**src/rtl/tccw_pkg.sv**
```systemverilog
// shared types and constants for the text console character writer
// used by tccw_front, tccw_back and the top module in rtl/, no dependencies of its own

package tccw_pkg;

	// default geometry
	localparam int COLUMNS_DEF  = 80;
	localparam int ROWS_DEF     = 25;
	localparam int TAB_SIZE_DEF = 8;

	// fixed widths of the word fields
	localparam int CELL_W = 11;
	localparam int POSX_W = 7;
	localparam int POSY_W = 5;

	// commands
	localparam logic [1:0] CMD_PUT_DEF  = 2'd0;
	localparam logic [1:0] CMD_PUT_ATTR = 2'd1;
	localparam logic [1:0] CMD_PUT_AT   = 2'd2;
	localparam logic [1:0] CMD_NONE     = 2'd3;

	// character codes
	localparam logic [7:0] CH_BS    = 8'h08;
	localparam logic [7:0] CH_TAB   = 8'h09;
	localparam logic [7:0] CH_LF    = 8'h0A;
	localparam logic [7:0] CH_CR    = 8'h0D;
	localparam logic [7:0] CH_SPACE = 8'h20;

	// character classes
	localparam logic [2:0] CLS_IGNORE = 3'd0;
	localparam logic [2:0] CLS_BS     = 3'd1;
	localparam logic [2:0] CLS_TAB    = 3'd2;
	localparam logic [2:0] CLS_CR     = 3'd3;
	localparam logic [2:0] CLS_NL     = 3'd4;
	localparam logic [2:0] CLS_PRINT  = 3'd5;

	// register indexes
	localparam logic [1:0] CFG_DEFAULT_ATTR = 2'd0;
	localparam logic [1:0] CFG_CLEAR_ATTR   = 2'd1;
	localparam logic [1:0] CFG_CURSOR_GLYPH = 2'd2;
	localparam logic [1:0] CFG_CURSOR_ATTR  = 2'd3;

	// register reset values
	localparam logic [7:0] RST_DEFAULT_ATTR = 8'h0F;
	localparam logic [7:0] RST_CLEAR_ATTR   = 8'h00;
	localparam logic [7:0] RST_CURSOR_GLYPH = 8'h7C;
	localparam logic [7:0] RST_CURSOR_ATTR  = 8'h8F;

	// result slots, in output order
	localparam int RES_CHAR   = 0;
	localparam int RES_SCROLL = 1;
	localparam int RES_ERASE  = 2;
	localparam int RES_DRAW   = 3;

	// result kinds
	localparam logic KIND_CELL   = 1'b0;
	localparam logic KIND_SCROLL = 1'b1;

	localparam int QUEUE_DEPTH = 2;

	typedef struct packed {
		logic [7:0] default_attr;
		logic [7:0] clear_attr;
		logic [7:0] cursor_glyph;
		logic [7:0] cursor_attr;
	} cfg_t;

	// classified word handed from front to back
	typedef struct packed {
		logic              is_pos;
		logic [2:0]        cls;
		logic [7:0]        char_code;
		logic [7:0]        attr;
		logic [POSX_W-1:0] pos_x;
		logic [POSY_W-1:0] pos_y;
	} item_t;

endpackage

```
**src/rtl/tccw_fifo.sv**
```systemverilog
// small register queue between front and back
// generic payload vector, no package dependency

module tccw_fifo #(
	parameter int WIDTH = 32,
	parameter int DEPTH = 2
) (
	input  logic             clk,
	input  logic             arst_n,
	input  logic             push,
	input  logic [WIDTH-1:0] push_data,
	output logic             not_full,
	input  logic             pop,
	output logic             not_empty,
	output logic [WIDTH-1:0] pop_data
);

	localparam int PtrW = (DEPTH > 1) ? $clog2(DEPTH) : 1;
	localparam int CntW = $clog2(DEPTH + 1);

	logic [WIDTH-1:0] mem_q [DEPTH];
	logic [PtrW-1:0]  wr_ptr_q;
	logic [PtrW-1:0]  rd_ptr_q;
	logic [CntW-1:0]  count_q;

	assign not_full  = (count_q != CntW'(DEPTH));
	assign not_empty = (count_q != '0);
	assign pop_data  = mem_q[rd_ptr_q];

	always_ff @(posedge clk) begin
		if (push) begin
			mem_q[wr_ptr_q] <= push_data;
		end
	end

	always_ff @(posedge clk or negedge arst_n) begin
		if (!arst_n) begin
			wr_ptr_q <= '0;
			rd_ptr_q <= '0;
			count_q  <= '0;
		end else begin
			if (push) begin
				wr_ptr_q <= (wr_ptr_q == PtrW'(DEPTH - 1)) ? '0 : wr_ptr_q + 1'b1;
			end
			if (pop) begin
				rd_ptr_q <= (rd_ptr_q == PtrW'(DEPTH - 1)) ? '0 : rd_ptr_q + 1'b1;
			end
			case ({push, pop})
				2'b10:   count_q <= count_q + 1'b1;
				2'b01:   count_q <= count_q - 1'b1;
				default: count_q <= count_q;
			endcase
		end
	end

endmodule

```
**src/rtl/tccw_front.sv**
```systemverilog
// input side: takes words, classifies the character, picks the attribute and saturates the position
// depends on tccw_pkg

module tccw_front #(
	parameter int COLUMNS = tccw_pkg::COLUMNS_DEF,
	parameter int ROWS    = tccw_pkg::ROWS_DEF
) (
	input  logic                s_tvalid,
	output logic                s_tready,
	input  logic [31:0]         s_tdata,
	input  logic [1:0]          s_tuser,
	input  tccw_pkg::cfg_t      cfg,
	input  logic                queue_not_full,
	output logic                push,
	output tccw_pkg::item_t     item
);

	logic [7:0]                  ch;
	logic [7:0]                  attr_in;
	logic [tccw_pkg::POSX_W-1:0] px;
	logic [tccw_pkg::POSY_W-1:0] py;
	logic [1:0]                  cmd;

	assign cmd     = s_tuser;
	assign ch      = s_tdata[7:0];
	assign attr_in = s_tdata[15:8];
	assign px      = s_tdata[22:16];
	assign py      = s_tdata[27:23];

	assign s_tready = queue_not_full;
	// the no-op command is taken and dropped
	assign push     = s_tvalid && queue_not_full && (cmd != tccw_pkg::CMD_NONE);

	always_comb begin
		item           = '0;
		item.is_pos    = (cmd == tccw_pkg::CMD_PUT_AT);
		item.char_code = ch;
		item.attr      = (cmd == tccw_pkg::CMD_PUT_DEF) ? cfg.default_attr : attr_in;
		item.pos_x     = ({1'b0, px} < (tccw_pkg::POSX_W + 1)'(COLUMNS)) ? px
			: tccw_pkg::POSX_W'(COLUMNS - 1);
		// two extra bits so the full row count fits in the compare
		item.pos_y     = ({2'b0, py} < (tccw_pkg::POSY_W + 2)'(ROWS)) ? py
			: tccw_pkg::POSY_W'(ROWS - 1);
		if (ch == tccw_pkg::CH_BS) begin
			item.cls = tccw_pkg::CLS_BS;
		end else if (ch == tccw_pkg::CH_TAB) begin
			item.cls = tccw_pkg::CLS_TAB;
		end else if (ch == tccw_pkg::CH_CR) begin
			item.cls = tccw_pkg::CLS_CR;
		end else if (ch == tccw_pkg::CH_LF) begin
			item.cls = tccw_pkg::CLS_NL;
		end else if (!ch[7] && ch >= tccw_pkg::CH_SPACE) begin
			item.cls = tccw_pkg::CLS_PRINT;
		end else begin
			item.cls = tccw_pkg::CLS_IGNORE;
		end
	end

endmodule

```
**src/rtl/tccw_back.sv**
```systemverilog
// execution side: cursor state, per-word result plan and the output register
// depends on tccw_pkg

module tccw_back #(
	parameter int COLUMNS  = tccw_pkg::COLUMNS_DEF,
	parameter int ROWS     = tccw_pkg::ROWS_DEF,
	parameter int TAB_SIZE = tccw_pkg::TAB_SIZE_DEF
) (
	input  logic            clk,
	input  logic            arst_n,
	input  tccw_pkg::cfg_t  cfg,
	input  logic            item_valid,
	output logic            item_pop,
	input  tccw_pkg::item_t item,
	output logic            m_tvalid,
	input  logic            m_tready,
	output logic [31:0]     m_tdata,
	output logic            m_tuser,
	output logic            m_tlast
);

	localparam int ColW    = $clog2(COLUMNS);
	localparam int RowW    = (ROWS > 1) ? $clog2(ROWS) : 1;
	localparam int ExtW    = $clog2(COLUMNS + TAB_SIZE);
	localparam int RowExtW = $clog2(ROWS + 1);
	localparam int MulW    = RowW + $clog2(COLUMNS + 1) + 1;
	localparam int CellW   = tccw_pkg::CELL_W;

	function automatic logic [CellW-1:0] cell_of(input logic [RowW-1:0] r,
		input logic [ColW-1:0] c);
		logic [MulW-1:0] full;
		full = MulW'(r) * MulW'(COLUMNS) + MulW'(c);
		return CellW'(full);
	endfunction

	// next tab stop for every column
	logic [ExtW-1:0] tab_stop [COLUMNS];
	for (genvar i = 0; i < COLUMNS; i++) begin : g_tab
		localparam int Nxt = i + TAB_SIZE - (i % TAB_SIZE);
		assign tab_stop[i] = ExtW'(Nxt);
	end

	logic [RowW-1:0]  row_q;
	logic [ColW-1:0]  col_q;
	logic [CellW-1:0] old_q;

	logic             plan_valid_q;
	logic [3:0]       mask_q;
	logic [CellW-1:0] char_cell_q;
	logic [7:0]       char_glyph_q;
	logic [7:0]       char_attr_q;
	logic [CellW-1:0] erase_cell_q;
	logic [CellW-1:0] draw_cell_q;

	logic             out_valid_q;
	logic [CellW-1:0] out_cell_q;
	logic [7:0]       out_glyph_q;
	logic [7:0]       out_attr_q;
	logic             out_kind_q;
	logic             out_last_q;

	// execution of the word at the head of the queue
	logic [RowW-1:0]    cur_row;
	logic [ColW-1:0]    cur_col;
	logic [ExtW-1:0]    col_n;
	logic [RowExtW-1:0] row_n;
	logic               erase;
	logic               has_char;
	logic               scroll;
	logic [CellW-1:0]   old_e;
	logic [RowW-1:0]    row_f;
	logic [ColW-1:0]    col_f;
	logic [CellW-1:0]   draw_cell;

	always_comb begin
		cur_col  = item.is_pos ? ColW'(item.pos_x) : col_q;
		cur_row  = item.is_pos ? RowW'(item.pos_y) : row_q;
		col_n    = ExtW'(cur_col);
		row_n    = RowExtW'(cur_row);
		erase    = 1'b0;
		has_char = 1'b0;
		old_e    = old_q;
		case (item.cls)
			tccw_pkg::CLS_BS: begin
				if (cur_col != '0) begin
					erase = 1'b1;
					col_n = ExtW'(cur_col) - 1'b1;
				end
			end
			tccw_pkg::CLS_TAB: begin
				erase = 1'b1;
				col_n = tab_stop[cur_col];
			end
			tccw_pkg::CLS_CR: begin
				erase = 1'b1;
				col_n = '0;
			end
			tccw_pkg::CLS_NL: begin
				erase = 1'b1;
				col_n = '0;
				row_n = row_n + 1'b1;
			end
			tccw_pkg::CLS_PRINT: begin
				has_char = 1'b1;
				col_n    = col_n + 1'b1;
			end
			default: ;
		endcase
		// full row wraps
		if (col_n >= ExtW'(COLUMNS)) begin
			col_n = '0;
			row_n = row_n + 1'b1;
		end
		// past the bottom row: scroll, old cursor moves up or drops off the top
		scroll = (row_n >= RowExtW'(ROWS));
		if (scroll) begin
			row_n = RowExtW'(ROWS - 1);
			if (old_q >= CellW'(COLUMNS)) begin
				old_e = old_q - CellW'(COLUMNS);
				erase = 1'b1;
			end else begin
				erase = 1'b0;
			end
		end
		row_f     = RowW'(row_n);
		col_f     = ColW'(col_n);
		draw_cell = cell_of(row_f, col_f);
	end

	// result selection from the plan, in fixed order
	logic       out_load;
	logic [3:0] sel;
	logic [3:0] mask_rest;
	logic       sel_last;

	always_comb begin
		if (mask_q[tccw_pkg::RES_CHAR]) begin
			sel = 4'b0001 << tccw_pkg::RES_CHAR;
		end else if (mask_q[tccw_pkg::RES_SCROLL]) begin
			sel = 4'b0001 << tccw_pkg::RES_SCROLL;
		end else if (mask_q[tccw_pkg::RES_ERASE]) begin
			sel = 4'b0001 << tccw_pkg::RES_ERASE;
		end else begin
			sel = 4'b0001 << tccw_pkg::RES_DRAW;
		end
		mask_rest = mask_q & ~sel;
		sel_last  = (mask_rest == '0);
	end

	assign out_load = plan_valid_q && (!out_valid_q || m_tready);
	assign item_pop = item_valid && (!plan_valid_q || (out_load && sel_last));

	// cursor state
	always_ff @(posedge clk or negedge arst_n) begin
		if (!arst_n) begin
			row_q <= '0;
			col_q <= '0;
			old_q <= '0;
		end else if (item_pop) begin
			if (!item.is_pos) begin
				row_q <= row_f;
				col_q <= col_f;
			end
			old_q <= draw_cell;
		end
	end

	// plan control
	always_ff @(posedge clk or negedge arst_n) begin
		if (!arst_n) begin
			plan_valid_q <= 1'b0;
			mask_q       <= '0;
		end else if (item_pop) begin
			plan_valid_q                 <= 1'b1;
			mask_q[tccw_pkg::RES_CHAR]   <= has_char;
			mask_q[tccw_pkg::RES_SCROLL] <= scroll;
			mask_q[tccw_pkg::RES_ERASE]  <= erase;
			mask_q[tccw_pkg::RES_DRAW]   <= 1'b1;
		end else if (out_load) begin
			mask_q <= mask_rest;
			if (sel_last) begin
				plan_valid_q <= 1'b0;
			end
		end
	end

	// plan payload
	always_ff @(posedge clk) begin
		if (item_pop) begin
			char_cell_q  <= cell_of(cur_row, cur_col);
			char_glyph_q <= item.char_code;
			char_attr_q  <= item.attr;
			erase_cell_q <= old_e;
			draw_cell_q  <= draw_cell;
		end
	end

	// output register
	always_ff @(posedge clk or negedge arst_n) begin
		if (!arst_n) begin
			out_valid_q <= 1'b0;
		end else if (out_load) begin
			out_valid_q <= 1'b1;
		end else if (m_tready) begin
			out_valid_q <= 1'b0;
		end
	end

	always_ff @(posedge clk) begin
		if (out_load) begin
			out_last_q <= sel_last;
			out_kind_q <= sel[tccw_pkg::RES_SCROLL] ? tccw_pkg::KIND_SCROLL
				: tccw_pkg::KIND_CELL;
			if (sel[tccw_pkg::RES_CHAR]) begin
				out_cell_q  <= char_cell_q;
				out_glyph_q <= char_glyph_q;
				out_attr_q  <= char_attr_q;
			end else if (sel[tccw_pkg::RES_SCROLL]) begin
				out_cell_q  <= '0;
				out_glyph_q <= '0;
				out_attr_q  <= '0;
			end else if (sel[tccw_pkg::RES_ERASE]) begin
				out_cell_q  <= erase_cell_q;
				out_glyph_q <= tccw_pkg::CH_SPACE;
				out_attr_q  <= cfg.clear_attr;
			end else begin
				out_cell_q  <= draw_cell_q;
				out_glyph_q <= cfg.cursor_glyph;
				out_attr_q  <= cfg.cursor_attr;
			end
		end
	end

	assign m_tvalid = out_valid_q;
	assign m_tuser  = out_kind_q;
	assign m_tlast  = out_last_q;
	assign m_tdata  = {5'b0, out_attr_q, out_glyph_q, out_cell_q};

endmodule

```
**src/rtl/text_console_char_writer.sv**
```systemverilog
// text console character writer: cursor control and cell writes for a text screen
// a word taken into an idle block passes the queue, the result plan and the output register on its way to m
// results: one per cycle while m_tready allows, one to four per executed word, none for a dropped one
// reset: cursor row, column and old cursor cell to zero, registers to their defaults,
// the queue and the output register empty, no clearing pass
// depends on tccw_pkg, tccw_front, tccw_fifo, tccw_back

module text_console_char_writer #(
	parameter int COLUMNS  = tccw_pkg::COLUMNS_DEF,
	parameter int ROWS     = tccw_pkg::ROWS_DEF,
	parameter int TAB_SIZE = tccw_pkg::TAB_SIZE_DEF
) (
	input  logic        clk,
	input  logic        arst_n,
	// configuration writes
	input  logic        cfg_we,
	input  logic [1:0]  cfg_index,
	input  logic [7:0]  cfg_data,
	// input words
	input  logic        s_tvalid,
	output logic        s_tready,
	input  logic [31:0] s_tdata,  // char_code[7:0], attribute[15:8], pos_x[22:16],
	                              // pos_y[27:23], zero[31:28]
	input  logic [1:0]  s_tuser,  // command[1:0]
	// result words
	output logic        m_tvalid,
	input  logic        m_tready,
	output logic [31:0] m_tdata,  // cell_index[10:0], glyph[18:11],
	                              // cell_attribute[26:19], zero[31:27]
	output logic        m_tuser,  // kind[0]
	output logic        m_tlast   // last result of the input word
);

	// configuration registers, to be written only while idle; the block itself does not enforce it
	tccw_pkg::cfg_t cfg_q;

	always_ff @(posedge clk or negedge arst_n) begin
		if (!arst_n) begin
			cfg_q.default_attr <= tccw_pkg::RST_DEFAULT_ATTR;
			cfg_q.clear_attr   <= tccw_pkg::RST_CLEAR_ATTR;
			cfg_q.cursor_glyph <= tccw_pkg::RST_CURSOR_GLYPH;
			cfg_q.cursor_attr  <= tccw_pkg::RST_CURSOR_ATTR;
		end else if (cfg_we) begin
			case (cfg_index)
				tccw_pkg::CFG_DEFAULT_ATTR: cfg_q.default_attr <= cfg_data;
				tccw_pkg::CFG_CLEAR_ATTR:   cfg_q.clear_attr   <= cfg_data;
				tccw_pkg::CFG_CURSOR_GLYPH: cfg_q.cursor_glyph <= cfg_data;
				tccw_pkg::CFG_CURSOR_ATTR:  cfg_q.cursor_attr  <= cfg_data;
				default: ;
			endcase
		end
	end

	// front: accept and classify, drop no-op commands
	logic            queue_not_full;
	logic            push;
	tccw_pkg::item_t push_item;

	tccw_front #(
		.COLUMNS (COLUMNS),
		.ROWS    (ROWS)
	) u_front (
		.s_tvalid       (s_tvalid),
		.s_tready       (s_tready),
		.s_tdata        (s_tdata),
		.s_tuser        (s_tuser),
		.cfg            (cfg_q),
		.queue_not_full (queue_not_full),
		.push           (push),
		.item           (push_item)
	);

	// short queue so the front keeps taking words while the back emits
	logic            queue_not_empty;
	logic            pop;
	tccw_pkg::item_t pop_item;

	tccw_fifo #(
		.WIDTH ($bits(tccw_pkg::item_t)),
		.DEPTH (tccw_pkg::QUEUE_DEPTH)
	) u_queue (
		.clk       (clk),
		.arst_n    (arst_n),
		.push      (push),
		.push_data (push_item),
		.not_full  (queue_not_full),
		.pop       (pop),
		.not_empty (queue_not_empty),
		.pop_data  (pop_item)
	);

	// back: cursor update, result plan, output register
	tccw_back #(
		.COLUMNS  (COLUMNS),
		.ROWS     (ROWS),
		.TAB_SIZE (TAB_SIZE)
	) u_back (
		.clk        (clk),
		.arst_n     (arst_n),
		.cfg        (cfg_q),
		.item_valid (queue_not_empty),
		.item_pop   (pop),
		.item       (pop_item),
		.m_tvalid   (m_tvalid),
		.m_tready   (m_tready),
		.m_tdata    (m_tdata),
		.m_tuser    (m_tuser),
		.m_tlast    (m_tlast)
	);

endmodule

```
**config.mk**
```make
export PLATFORM = sky130hd
export DESIGN_NAME = text_console_char_writer
export DESIGN_NICKNAME = d
export VERILOG_FILES = /design/src/rtl/tccw_pkg.sv /design/src/rtl/tccw_fifo.sv /design/src/rtl/tccw_front.sv /design/src/rtl/tccw_back.sv /design/src/rtl/text_console_char_writer.sv
export SDC_FILE = /design/constraint.sdc
export NUM_CORES = 1
export LEC_CHECK = 0
export BUFFER_PORTS_ARGS = -buffer_cell sky130_fd_sc_hd__buf_2
export CORE_MARGIN = 2
export CORE_UTILIZATION = 45
export CTS_CLUSTER_SIZE = 16
export DETAILED_ROUTE_END_ITERATION = 8
export PLACE_DENSITY_LB_ADDON = 0.3
export SYNTH_ARGS = -nofsm -noshare
export SYNTH_HDL_FRONTEND = slang
export SYNTH_SLANG_ARGS = --single-unit
```
**constraint.sdc**
```tcl
create_clock -name clk -period 6.5 [get_ports clk]
set_clock_uncertainty 0.05 [all_clocks]
set_input_delay 0.65 -clock clk [delete_from_list [all_inputs] [get_ports clk]]
set_output_delay 0.65 -clock clk [all_outputs]
set_load 0.005 [all_outputs]
```
==> Word-level counts from Yosys, hierarchy flattened <==
Memories as Yosys holds them, arrays and structs flattened.
Index checks and enable logic that the tools add are counted.
{ "word_totals": {"reg_bits": 143, "ram_bits": 64, "rom_bits": 896, "input_bits": 49, "out_inout_bits": 36, "wordCells": 144, "n_memories": 2} }
{ "classes": {"add_sub_neg": 11, "n_mul": 2, "order_cmp": 7, "n_eq_ne": 17, "muxes": 50, "n_bitwise": 4, "n_reduce_logical": 28} }
{ "mem_list": {"columns": ["name", "words", "width", "rd", "rd_ports_with_merged_regs", "write_ports", "line_no", "source"], "rows": [
  ["(name not given)", 128, 7, 1, 0, 0, "tccw_back.sv:92", "col_n = tab_stop[cur_col];"],
  ["u_queue.mem_q", 2, 32, 1, 0, 1, "tccw_fifo.sv:21", "logic [WIDTH-1:0] mem_q [DEPTH];"]
]} }
{ "op_table": {"columns": ["cell", "count"], "rows": [
  ["2-to-1 mux 8 bit", 7],
  ["2-to-1 mux 11 bit", 5],
  ["2-to-1 mux 7 bit", 6],
  ["== test 8 x 4 -> 1 bit (second input constant)", 4],
  ["case mux 7 bit (4 select lines)", 1],
  ["2-to-1 mux 5 bit", 5],
  ["adder 11 x 7 -> 11 bit", 2],
  ["2-to-1 mux 4 bit", 5],
  ["2-to-1 mux 3 bit", 5],
  ["multiplier 5 x 3 -> 7 bit (second input constant)", 2],
  ["2-to-1 mux 1 bit", 14],
  ["AND reduction 2 bit", 6],
  ["greater-or-equal comparator 11 x 7 -> 1 bit (second input constant)", 1],
  ["subtractor 11 x 7 -> 11 bit (second input constant)", 1],
  ["adder 5 x 1 -> 5 bit (second input constant)", 2],
  ["nonzero test 2 bit", 5],
  ["== test 2 bit (second input constant)", 4],
  ["greater-or-equal comparator 8 x 6 -> 1 bit (second input constant)", 1],
  ["greater-or-equal comparator 8 bit (second input constant)", 1],
  ["NOT 7 -> 8 bit", 1],
  ["adder 7 x 1 -> 7 bit (second input constant)", 1],
  ["greater-or-equal comparator 7 bit (second input constant)", 1],
  ["< comparator 7 bit (second input constant)", 1],
  ["nonzero test 7 bit", 1],
  ["23 further kinds", 37]
]} }

==> Logic depth before layout (Yosys ltp) <==
An unclocked memory read counts as a cell.
{ "depth": {"word_depth": 13, "depth_mapped": 27, "ltp_nobuf": 24} }

==> By module <==
Synthesis repeated with hierarchy kept, for this count alone.
{ "hier_totals": {"cells_unflattened": 812, "hier_area_um2": 10535.1} }
{ "by_module_without_submodules": {"columns": ["mod", "instances", "cells_each", "area_each_um2", "seq_area_each_um2"], "rows": [
  ["tccw_back", 1, 585, 6342.3, 3067.9],
  ["tccw_fifo", 1, 116, 2648.8, 2021.9],
  ["text_console_char_writer", 1, 68, 1229.9, 818.3],
  ["tccw_front", 1, 43, 314.1, 0.0]
]} }

==> Worst setup path after synthesis <==
Ideal clock, no wire load.
{ "synth_path": {"path_kind": "reg2reg", "from": "memory u_queue.mem_q[1][31]", "to": "register u_back.old_q[10]", "setup_time_ps": 131, "t_arrival_ps": 5132, "required_time_ps": 6319, "setup_slack_ps": 1187, "path_stages_with_launch": 27, "path_buffers": 3, "period_less_slack_ps": 5313, "cell_sequence": "edfxtp_1 -> buf_6 -> buf_8 -> mux2i_1 -> mux2_2 -> inv_2 -> ha_1 -> nand2b_1 -> o22ai_1 -> a31oi_1 -> and3_1 -> a32oi_2 -> o21ai_4 -> a211oi_2 -> xor2_2 -> buf_6 -> nor2_4 -> nor2_1 -> ha_1 -> ha_1 -> fa_1 -> nand2_1 -> nor2_1 -> o21ai_0 -> a221oi_1 -> xor2_2 -> mux2_2"} }
{ "synth_via": {"elab_chain_cells": 13, "elab_cells_between_ends": 22, "classes_between": "5 x add/sub; 1 x mul; 2 x order compare; 10 x mux; 1 x bitwise; 1 x reduce/logical; 2 x memory"} }
{ "synth_rtl": {"columns": ["element", "line_no", "source"], "rows": [
  ["from (decl)", "tccw_fifo.sv:21", null],
  ["memory read (2 x 32 bit) *", null, null],
  ["2-to-1 mux 7 bit *", "tccw_back.sv:76", "cur_col = item.is_pos ? ColW'(item.pos_x) : col_q;"],
  ["named net u_back.cur_col[0]", "tccw_back.sv:64", "logic [ColW-1:0] cur_col;"],
  ["NOT 7 -> 8 bit (not written as such)", "tccw_back.sv:92", null],
  ["memory read (128 x 7 bit)", null, null],
  ["2-to-1 mux 7 bit (not written as such) (2 in series)", "tccw_back.sv:92", null],
  ["case mux 7 bit (4 select lines) *", "tccw_back.sv:83", "case (item.cls)"],
  ["greater-or-equal comparator 7 bit *", "tccw_back.sv:110", "if (col_n >= ExtW'(COLUMNS)) begin"],
  ["2-to-1 mux 5 bit *", "tccw_back.sv:110", null],
  ["greater-or-equal comparator 5 bit", "tccw_back.sv:115", "scroll = (row_n >= RowExtW'(ROWS));"],
  ["2-to-1 mux 5 bit *", "tccw_back.sv:116", "if (scroll) begin"],
  ["named net u_back.row_f[1]", "tccw_back.sv:71", "logic [RowW-1:0] row_f;"],
  ["multiplier 5 x 3 -> 7 bit *", "tccw_back.sv:32", "full = MulW'(r) * MulW'(COLUMNS) + MulW'(c);"],
  ["adder 11 x 7 -> 11 bit *", "tccw_back.sv:32", null],
  ["named net u_back.draw_cell[10]", "tccw_back.sv:73", "logic [CellW-1:0] draw_cell;"],
  ["to (signal assigned)", "tccw_back.sv:164", "old_q <= draw_cell;"],
  ["to (decl)", "tccw_back.sv:45", "logic [CellW-1:0] old_q;"]
]} }
Mark *: on every way through the listed nets, which the timed path passes. The rest lies on a longest branch. The select of a mux whose other input is x is not followed.
A chain may end at the register's enable or synchronous reset.

==> Final worst setup path <==
{ "layout_path": {"from": "register u_queue.rd_ptr_q", "to": "register u_back.old_q[10]"} }
{ "layout_via": {"elab_chain_cells": 13, "elab_cells_between_ends": 28, "classes_between": "5 x add/sub; 1 x mul; 2 x order compare; 5 x eq/ne; 10 x mux; 1 x bitwise; 2 x reduce/logical; 2 x memory"} }
{ "layout_rtl": {"columns": ["element", "line_no", "source"], "rows": [
  ["from (decl)", "tccw_fifo.sv:23", "logic [PtrW-1:0] rd_ptr_q;"],
  ["from (signal assigned)", "tccw_fifo.sv:46", "rd_ptr_q <= (rd_ptr_q == PtrW'(DEPTH - 1)) ? '0 : rd_ptr_q + 1'b1;"],
  ["memory read (2 x 32 bit) *", null, null],
  ["2-to-1 mux 7 bit", "tccw_back.sv:76", null],
  ["NOT 7 -> 8 bit (not written as such)", "tccw_back.sv:92", null],
  ["memory read (128 x 7 bit)", null, null],
  ["2-to-1 mux 7 bit (not written as such) (2 in series)", "tccw_back.sv:92", null],
  ["case mux 7 bit (4 select lines)", "tccw_back.sv:83", null],
  ["greater-or-equal comparator 7 bit", "tccw_back.sv:110", null],
  ["2-to-1 mux 5 bit *", "tccw_back.sv:110", null],
  ["greater-or-equal comparator 5 bit", "tccw_back.sv:115", null],
  ["2-to-1 mux 5 bit *", "tccw_back.sv:116", null],
  ["named net u_back.row_f[1]", "tccw_back.sv:71", null],
  ["multiplier 5 x 3 -> 7 bit *", "tccw_back.sv:32", null],
  ["adder 11 x 7 -> 11 bit *", "tccw_back.sv:32", null],
  ["named net u_back.draw_cell[10]", "tccw_back.sv:73", null]
]} }
Marks and branches as above.

==> results_dict.tcl <==
set metrics [dict create \
    ys_ff_latch 207 \
    grt_max_degree 66 \
    holdPathStages 1 \
    timing.reg2reg.setup_slack_ns 0.60 \
    status "finished, final reports clean" \
    crit_fanout 32 \
    drv_cap 0 \
    max-vdd-ir-drop_mv 0.343 \
    clock-root-buffer "clkbuf_16" \
    clock_sinks 207 \
    p_per_area_nw_per_um2 586 \
    dieArea_um2 23900 \
    cts.path.max_buffers 3 \
    multiInputGateArea_um2 4000 \
    async_flop_share_pct 31.4 \
    yosysMostFrequentCell "edfxtp_1" \
    clk_pin_slew_ns 0.06 \
    fin_crit_ns 5.90 \
    die_y_um 155 \
    netlist_area_um2 10200 \
    grt_antenna_before_repair 0 \
    setup_tns_ns 0 \
    grt_pass1_wl_um 33800 \
    synthTopCellsByCount "142 x edfxtp_1, 77 x nand2_1, 72 x mux2_2" \
    synth_top_area_share_pct 41.8 \
    hp-class "primary input to flip-flop" \
    endpoint_kind "flip-flop" \
    rows 55 \
    max-slew-margin-rel_pct 38.4 \
    syn_to_final_growth_pct 14.8 \
    dr.pass1.iters 5 \
    wl_per_cell_um 17.4 \
    drive_gt1_share_pct 28.3 \
    slew_violations 0 \
    insertion_delay_ns 0.53 \
    cts_tree "yes" \
    worstReg2RegEnd "u_back.old_q[10]" \
    placement.cell_area_um2 10900 \
    reg2reg_from "u_queue.rd_ptr_q" \
    rr_worst_depth 19 \
    grt_usage_pct 17.7 \
    hold_buffers 0 \
    yosys.area.top_type "edfxtp_1" \
    ys_types 77 \
    stdcell_area_um2 11700 \
    required_ns 6.86 \
    synth_edf_count 142 \
    synth_cells 787 \
    drc 0 \
    vias_per_cell 5.31 \
    grt_overflow 0 \
    rsz0062_at_grt "false" \
    htree_num_levels 1 \
    port_buffers 75 \
    holdPathEnd "u_queue.mem_q[1][4]" \
    numCtsBuffers 24 \
    syn_area_per_cell_um2 13.0 \
    hpwl_um 14100 \
    final-hold-violation-count 0 \
    core_area_um2 22400 \
    grt_pass1_vias 6346 \
    synth_area_leaders "edfxtp_1 42%, dfrtp_1 13%, mux2_2 7.9%" \
    fmax_ghz 0.170 \
    start_util_pct 45.5 \
    min-delay-start "s_tdata[27]" \
    pre_cts_ws_ns 0.427 \
    cts_resized 0 \
    antennaDiodeCount 0 \
    crit_type "flip-flop to flip-flop" \
    nets 959 \
    synthFlopType "edfxtp_1" \
    die_x_um 155 \
    drt_iter0_markers 355 \
    yosysWarnings 0 \
    finalCritPeriodShare_pct 90.7 \
    worst_pin_slew_ns 0.920 \
    routed_wl_um 20500 \
    cp-start-kind "flip-flop" \
    regArea_um2 5910 \
    power_leakage_nw 4.59 \
    yosysSeqAreaShare_pct 57.9 \
    num_vias 6265 \
    n_fill_cell 1922 \
    gp_congestion 0.897 \
    worstPathArrival_ns 6.25 \
    antenna_left 0 \
    final.setup.worst_slack_ns 0.601 \
    pin_count 85 \
    finalSetupViolCount 0 \
]
-- worst max path at each step --
stage	start	endpoint	slack [ns]	cells past startpoint
3_3_place_gp	u_queue.mem_q[0][31]	u_back.old_q[10]	0.55	23
6_report	u_queue.rd_ptr_q	u_back.old_q[10]	0.60	19
4_1_cts	u_queue.mem_q[0][31]	u_back.old_q[10]	0.41	22
5_1_grt	u_queue.rd_ptr_q	u_back.old_q[10]	0.09	21
2_1_floorplan	u_queue.mem_q[1][31]	u_back.old_q[10]	1.19	26
3_5_place_dp	u_queue.mem_q[0][31]	u_back.old_q[10]	0.43	22
-- layout make-up --
class | instances | area share (%)
clock buffer | 30 | 5.58
timing repair buffer | 94 | 4.42
sequential | 207 | 50.4
inverter | 31 | 0.993
multi-input combinational | 519 | 34.2
tap | 285 | 3.04
clock inverter | 14 | 1.36
-- cell usage in the layout (no fill, tap or decap), drive strengths merged, types with 5 or more instances in the layout --
cell type,n
a21oi,24
clkinv,10
conb,5
a211oi,10
nor2b,14
or2,5
nor3,8
mux2i,50
nand2b,10
nor2,34
xnor2,23
o31ai,6
ha,29
buf,94
clkbuf,30
nand3b,5
dfrtp,51
and2,5
edfxtp,142
nor4,5
inv,32
nor3b,7
xor2,14
o21ai,51
nand2,77
a31oi,5
mux2,77
dfstp,14
nand3,7
-- through the flow --
stage | instances | total power (W) | util, % | hold slack (ns)
CTS | 1177 | 0.00692 | 52.1 | 0.262
finish | 1180 | 0.00686 | 52.2 | 0.284
global placement | 1133 | 0.00546 | 48.5 | 0.409
detailed placement | 1133 | 0.00552 | 48.5 | 0.417
floorplan | 791 | 0.00468 | - | 0.304
global route | 1180 | 0.00738 | 52.2 | 0.278
-- routing by layer --
layer	wire length [um]	global-route usage, %	vias up
met5	0	0	-
met4	633	6.00	0
met3	781	2.80	39
met2	9520	29.2	140
met1	9600	24.1	3035
li1	-	-	3051
-- what timing repair did --
| item | CTS | global route |
|---|---|---|
| buffers inserted | 0 | 3 |
| setup endpoints to repair | 0 | 2 |
| endpoints found under the hold margin | 0 | 0 |
-- report_power, final --
| part | switching [W] | internal [W] | total (W) |
|---|---|---|---|
| clock network | 0.000529 | 0.000833 | 0.00136 |
| registers | 0.000207 | 0.00215 | 0.00236 |
| logic | 0.00185 | 0.00128 | 0.00314 |
-- logic make-up after synthesis --
family | share of synthesized area [%]
flip-flops | 57.9
AND/OR/NAND/NOR | 9.76
multiplexers | 13.6
AO/OA/AOI/OAI | 7.87
buffers and inverters | 3.07
XOR/XNOR | 3.32
adder cells (fa/ha/maj) | 4.44
other | 0.0368
-- flip-flops by register name (all words and copies together), names as in the netlist, 4 cells and up --
| signal | count |
|---|---|
| u_back.char_attr_q | 8 |
| u_back.char_glyph_q | 8 |
| u_queue.mem_q | 64 |
| u_back.draw_cell_q | 11 |
| u_back.out_attr_q | 8 |
| u_back.out_glyph_q | 8 |
| u_back.out_cell_q | 11 |
| u_back.mask_q | 4 |
| u_back.col_q | 7 |
| u_back.erase_cell_q | 11 |
| u_back.char_cell_q | 11 |
| u_back.old_q | 11 |
| u_back.row_q | 5 |
| cfg_q | 32 |
-- worst max-delay path, stage by stage (launching register included) --
cell and delay [ns]:
dfrtp_2 0.61, buf_4 0.47, mux2_2 0.45, o21ai_1 0.33, nor2_1 0.10, xor2_1 0.51, and3_1 0.29, xor2_1 0.07
nor2_1 0.20, mux2i_4 0.12, nor2_4 0.24, nor2_1 0.11, ha_1 0.31, ha_1 0.22, fa_1 0.44, nand3b_1 0.19
a2111oi_0 0.47, a221oi_1 0.15, xor2_2 0.18, mux2_2 0.27
No activity file was read; power rests on OpenSTA's default activity.
